--- src/rtl/assert_macros.svh ---
// ----------------------------------------------------------------------------
// assert_macros.svh
// Assertion macros shared by the RTL.
// ----------------------------------------------------------------------------
`ifndef ASSERT_MACROS_SVH
`define ASSERT_MACROS_SVH

// clocked assertion, disabled while reset is low
`define SCW_ASSERT(lbl, clk, rstn, prop, msg) \
  lbl: assert property (@(posedge clk) disable iff (!rstn) prop) else $error(msg);

// clocked assertion, also checked during reset
`define SCW_ASSERT_ALWAYS(lbl, clk, prop, msg) \
  lbl: assert property (@(posedge clk) prop) else $error(msg);

`endif

--- src/rtl/scw_pkg.sv ---
// ----------------------------------------------------------------------------
// scw_pkg
// Types, register indexes and saturation helper for the water column block.
// ----------------------------------------------------------------------------
package scw_pkg;

  typedef struct packed {
    logic              command;
    logic [5:0]        column;
    logic signed [31:0] vel_x;
    logic signed [31:0] vel_y;
  } scw_in_t;

  typedef struct packed {
    logic [5:0]         column_index;
    logic signed [31:0] height;
    logic               last;
  } scw_out_t;

  typedef struct packed {
    logic h;
    logic s;
  } scw_wen_t;

  localparam logic CMD_TICK   = 1'b0;
  localparam logic CMD_SPLASH = 1'b1;

  localparam logic [2:0] REG_TENSION      = 3'd0;
  localparam logic [2:0] REG_DAMPING      = 3'd1;
  localparam logic [2:0] REG_SPREAD       = 3'd2;
  localparam logic [2:0] REG_DRAG_X       = 3'd3;
  localparam logic [2:0] REG_DRAG_Y       = 3'd4;
  localparam logic [2:0] REG_REST_HEIGHT  = 3'd5;
  localparam logic [2:0] REG_COLUMN_COUNT = 3'd6;

  localparam logic [15:0] RST_TENSION      = 16'd1638;
  localparam logic [15:0] RST_DAMPING      = 16'd1638;
  localparam logic [15:0] RST_SPREAD       = 16'd16384;
  localparam logic [15:0] RST_DRAG_X       = 16'd655;
  localparam logic [15:0] RST_DRAG_Y       = 16'd1966;
  localparam logic [30:0] RST_REST_HEIGHT  = 31'd1310720;
  localparam logic [6:0]  RST_COLUMN_COUNT = 7'd20;

  function automatic logic signed [31:0] sat32(input logic signed [35:0] v);
    logic signed [31:0] r;
    if (v > 36'sd2147483647) begin
      r = 32'sh7FFFFFFF;
    end else if (v < -36'sd2147483648) begin
      r = 32'sh80000000;
    end else begin
      r = v[31:0];
    end
    return r;
  endfunction

endpackage

--- src/rtl/scw_gain_mul.sv ---
// ----------------------------------------------------------------------------
// scw_gain_mul
// Registered Q0.16 gain times signed value, floor-shifted right by 16.
// ----------------------------------------------------------------------------
module scw_gain_mul
  import scw_pkg::*;
(
  input  logic               clk,
  input  logic [15:0]        gain,
  input  logic signed [32:0] val,
  output logic signed [33:0] prod_r
);

  logic signed [49:0] full;

  assign full = $signed({1'b0, gain}) * val;

  always_ff @(posedge clk) begin
    prod_r <= full[49:16];
  end

endmodule

--- config.mk ---
export PLATFORM = sky130hd
export DESIGN_NAME = scw_gain_mul
export DESIGN_NICKNAME = d
export VERILOG_FILES = /design/src/rtl/assert_macros.svh /design/src/rtl/scw_pkg.sv /design/src/rtl/scw_gain_mul.sv
export SDC_FILE = /design/constraint.sdc
export NUM_CORES = 1
export LEC_CHECK = 0
export ABC_AREA = 0
export BUFFER_PORTS_ARGS = -buffer_cell sky130_fd_sc_hd__buf_2
export CAP_MARGIN = 5
export CORE_MARGIN = 4
export CORE_UTILIZATION = 35
export DETAILED_ROUTE_END_ITERATION = 6
export GPL_ROUTABILITY_DRIVEN = 0
export PLACE_DENSITY = 0.55
export SYNTH_ARGS = -nofsm -noshare
export SYNTH_HDL_FRONTEND = slang
export SYNTH_SLANG_ARGS = --single-unit
--- constraint.sdc ---
create_clock -name clk -period 13.3 [get_ports clk]
set_clock_uncertainty 0.1 [all_clocks]
set_input_delay 1.33 -clock clk [delete_from_list [all_inputs] [get_ports clk]]
set_output_delay 1.33 -clock clk [all_outputs]
set_load 0.02 [all_outputs]
==> summary.txt <==
================================================================================
Maximum clock path buffer count                                                2
Net count, final                                                            2692
Arrival @ worst endpoint                                                 8.12 ns
Cell accounting for the most synthesized area                       sky130_fd_sc_hd__fa_1
Sequential area share after synthesis                                      3.71%
Synthesized area                                                       18400 um2
Final count of negative-setup-slack endpoints                                  0
Setup slack after placement                                              5.05 ns
Total wire length                                                        47.5 mm
Top post-synthesis cells by area                                    sky130_fd_sc_hd__fa_1, sky130_fd_sc_hd__inv_1, sky130_fd_sc_hd__ha_1
Number of gates resized after CTS                                              0
Clock slew at reported path FFs                                          0.06 ns
Synth-to-layout area growth                                                6.24%
Library cells used by synthesis                                               49
Number of cells on the worst hold path                                         1
Drt first pass iters                                                           5
TritonCTS clock tree                                                         yes
Synth top area share                                                       54.6%
Worst Hold Path EP                                                     prod_r[7]
Number of max-capacitance violations reported                                  0
Die height                                                                237 um
Number of DRC markers after the initial detailed-route iteration             620
Crit path max-delay cell type                                       sky130_fd_sc_hd__buf_2
Minimum clock period after layout                                        7.99 ns
Primary FF master, synth                                            sky130_fd_sc_hd__dfxtp_1
Share of the cycle needed by the critical path after routing               60.1%
Relative slew slack                                                        35.5%
Via count of the first global-routing pass                                 14600
Status                                                              finished, final reports clean
Root buffer cell                                                    sky130_fd_sc_hd__clkbuf_16
Hold_buf cts                                                                   0
GRT Resource Usage Total                                                   18.1%
Hold Crit Start                                                        prod_r[7]
Mean cell area of the mapped netlist                                    9.13 um2
Ordered cell list for the critical path                             buf_2 > nand2_1 > fa_1 > fa_1 > fa_1 > inv_1 > fa_1 > fa_1 > inv_1 > fa_1 > inv_1 > ha_1 > a21o_1 > a31oi_1 > o211ai_1 > or3_4 > o211ai_4 > a21oi_1 > nor2b_2 > mux2_1 > a211oi_1
Post CTS Setup Buffer Count                                                    0
Port buffer count                                                             83
DR vias/cell                                                                4.73
Most numerous cell types in the synthesized netlist                 sky130_fd_sc_hd__inv_1, sky130_fd_sc_hd__fa_1, sky130_fd_sc_hd__nand2_1, sky130_fd_sc_hd__and2_1, sky130_fd_sc_hd__ha_1
Crit path required time                                                 13.44 ns
Share of async-settable or async-resettable flops after synthesis             0%
Slowest stage delay, CP                                                  0.72 ns
Critical path capture point type                                       flip-flop
Achievable clock frequency                                               125 MHz
Final total negative setup slack                                            0 ns
Max Fanout on Critical Path                                                   33
Fill count                                                                  5251
Number of clock sinks seen by CTS                                             34
Overall overflow remaining after global route                                  0
Maximum number of pins on one net before global-route repair                  34
Biggest registers after layout                                      prod_r: 34 flops
WP buf/inv                                                                     4
Total vias in the final route                                              12800
H-tree Lvls                                                                    2
Least-Margin Pin Slew                                                   0.968 ns
Fraction of layout cells with a size suffix above 1                        5.28%
Die extent in x                                                           237 um
Worst Setup Path Type                                               input port to flip-flop
Min-Delay Path Class                                                flip-flop to output pin
Register with the most flip-flops                                         prod_r
Initial Util                                                               35.6%
Floorplan row count                                                           83
Total Die Area                                                         56200 um2
Number of hold violations in the final report                                  0
Remaining DRCs                                                                 0
Number of flip-flops in the largest register                                  34
Number of max-slew violations in the final report                              0
YS warnings                                                                    0
Cell family with most CP delay                                       adder cells
Area of the core                                                       51600 um2
Synthesis-stage register bit count                                            34
Most common cell on crit path                                       sky130_fd_sc_hd__fa_1
Number of I/O pins                                                            84
Unrepaired setup endpoints after global routing                               no
Kind of launch point of the worst setup path                          input port
Detail-routed net length per standard cell                               17.6 um
CTS Buf Count                                                                  5
Number of synthesized flops with an enable pin                                 0
Most instantiated library cell after synthesis                      sky130_fd_sc_hd__inv_1
Synthesized Nets                                                            2679
Detailed placement HPWL                                                  37.7 mm
Cell count after synthesis                                                  2011
Post-route antenna net violation count                                         0
Final worst setup slack                                                  5.31 ns
Number of antenna violations at the first check in global routing              3
Global-route wire length before repair                                   79.8 mm
================================================================================
layer usage:
metal	track usage [%]	share of wire, %
met5	0	0.015
met4	4.28	2.1
met1	24.7	44
met3	2.75	5.6
met2	30.5	49
worst max path at each step:
stage	startpoint	end	slack [ns]	depth (start not counted)
3_3_place_gp	gain[2]	prod_r[27]	5.16	21
3_5_place_dp	gain[2]	prod_r[27]	5.05	21
6_report	gain[2]	prod_r[27]	5.31	21
2_1_floorplan	gain[2]	prod_r[27]	6.13	21
5_1_grt	gain[2]	prod_r[27]	4.98	21
4_1_cts	gain[2]	prod_r[27]	5.35	21
through the flow:
stage / instances / util [%] / area (um2) / hold WS, ns
2_1_floorplan: 2011 / - / 18400 / 1.57
3_3_place_gp: 2697 / 37.5 / 19400 / 1.65
3_5_place_dp: 2697 / 37.5 / 19400 / 1.65
4_1_cts: 2705 / 37.8 / 19500 / 2.02
5_1_grt: 2705 / 37.8 / 19500 / 2.03
6_report: 2708 / 37.8 / 19500 / 1.99
area by class of cell:
class                   instances  area [um2]  area share (%)
multi-input cells            1352       15300            78.6
inverters                     544        2040            10.5
well taps                     680         851            4.36
flip-flops and latches         34         681            3.49
repair buffers                 87         445            2.28
clock buffers                   5         125           0.641
clock inverters                 3        21.3           0.109
diodes                          3        7.51          0.0385
logic make-up (layout without fill, tap and decap cells):
kind of cell,after synthesis,in the layout,synth area share (%)
AO/OA/AOI/OAI,98,98,3.71
buffers and inverters,625,639,12.8
XOR/XNOR,41,41,1.96
AND/OR/NAND/NOR,593,593,15.1
flip-flops,34,34,3.71
other,0,3,0
adder cells (fa/ha/maj),618,618,62.6
multiplexers,2,2,0.116
layout by cell type, fill, tap and decap left out, types with 4 or more instances in the layout:
master                      count
sky130_fd_sc_hd__fa_1         501
sky130_fd_sc_hd__inv_1        544
sky130_fd_sc_hd__nand3_1        5
sky130_fd_sc_hd__xnor2_1       30
sky130_fd_sc_hd__ha_1         117
sky130_fd_sc_hd__xor2_1        11
sky130_fd_sc_hd__nand2_1      354
sky130_fd_sc_hd__nor2_1        19
sky130_fd_sc_hd__clkbuf_16      5
sky130_fd_sc_hd__nand4_1        8
sky130_fd_sc_hd__nor3_1         5
sky130_fd_sc_hd__and3_1         4
sky130_fd_sc_hd__a21o_1        20
sky130_fd_sc_hd__a211oi_1       5
sky130_fd_sc_hd__o21ai_0       10
sky130_fd_sc_hd__buf_2         83
sky130_fd_sc_hd__o21ai_1        6
sky130_fd_sc_hd__dfxtp_1       34
sky130_fd_sc_hd__and2_1       187
sky130_fd_sc_hd__a21oi_1       29
sky130_fd_sc_hd__o21bai_1       4
sky130_fd_sc_hd__buf_4          4
Power is not shown: default switching activity piles up to over one toggle a cycle in this logic, so the estimate is an artifact.
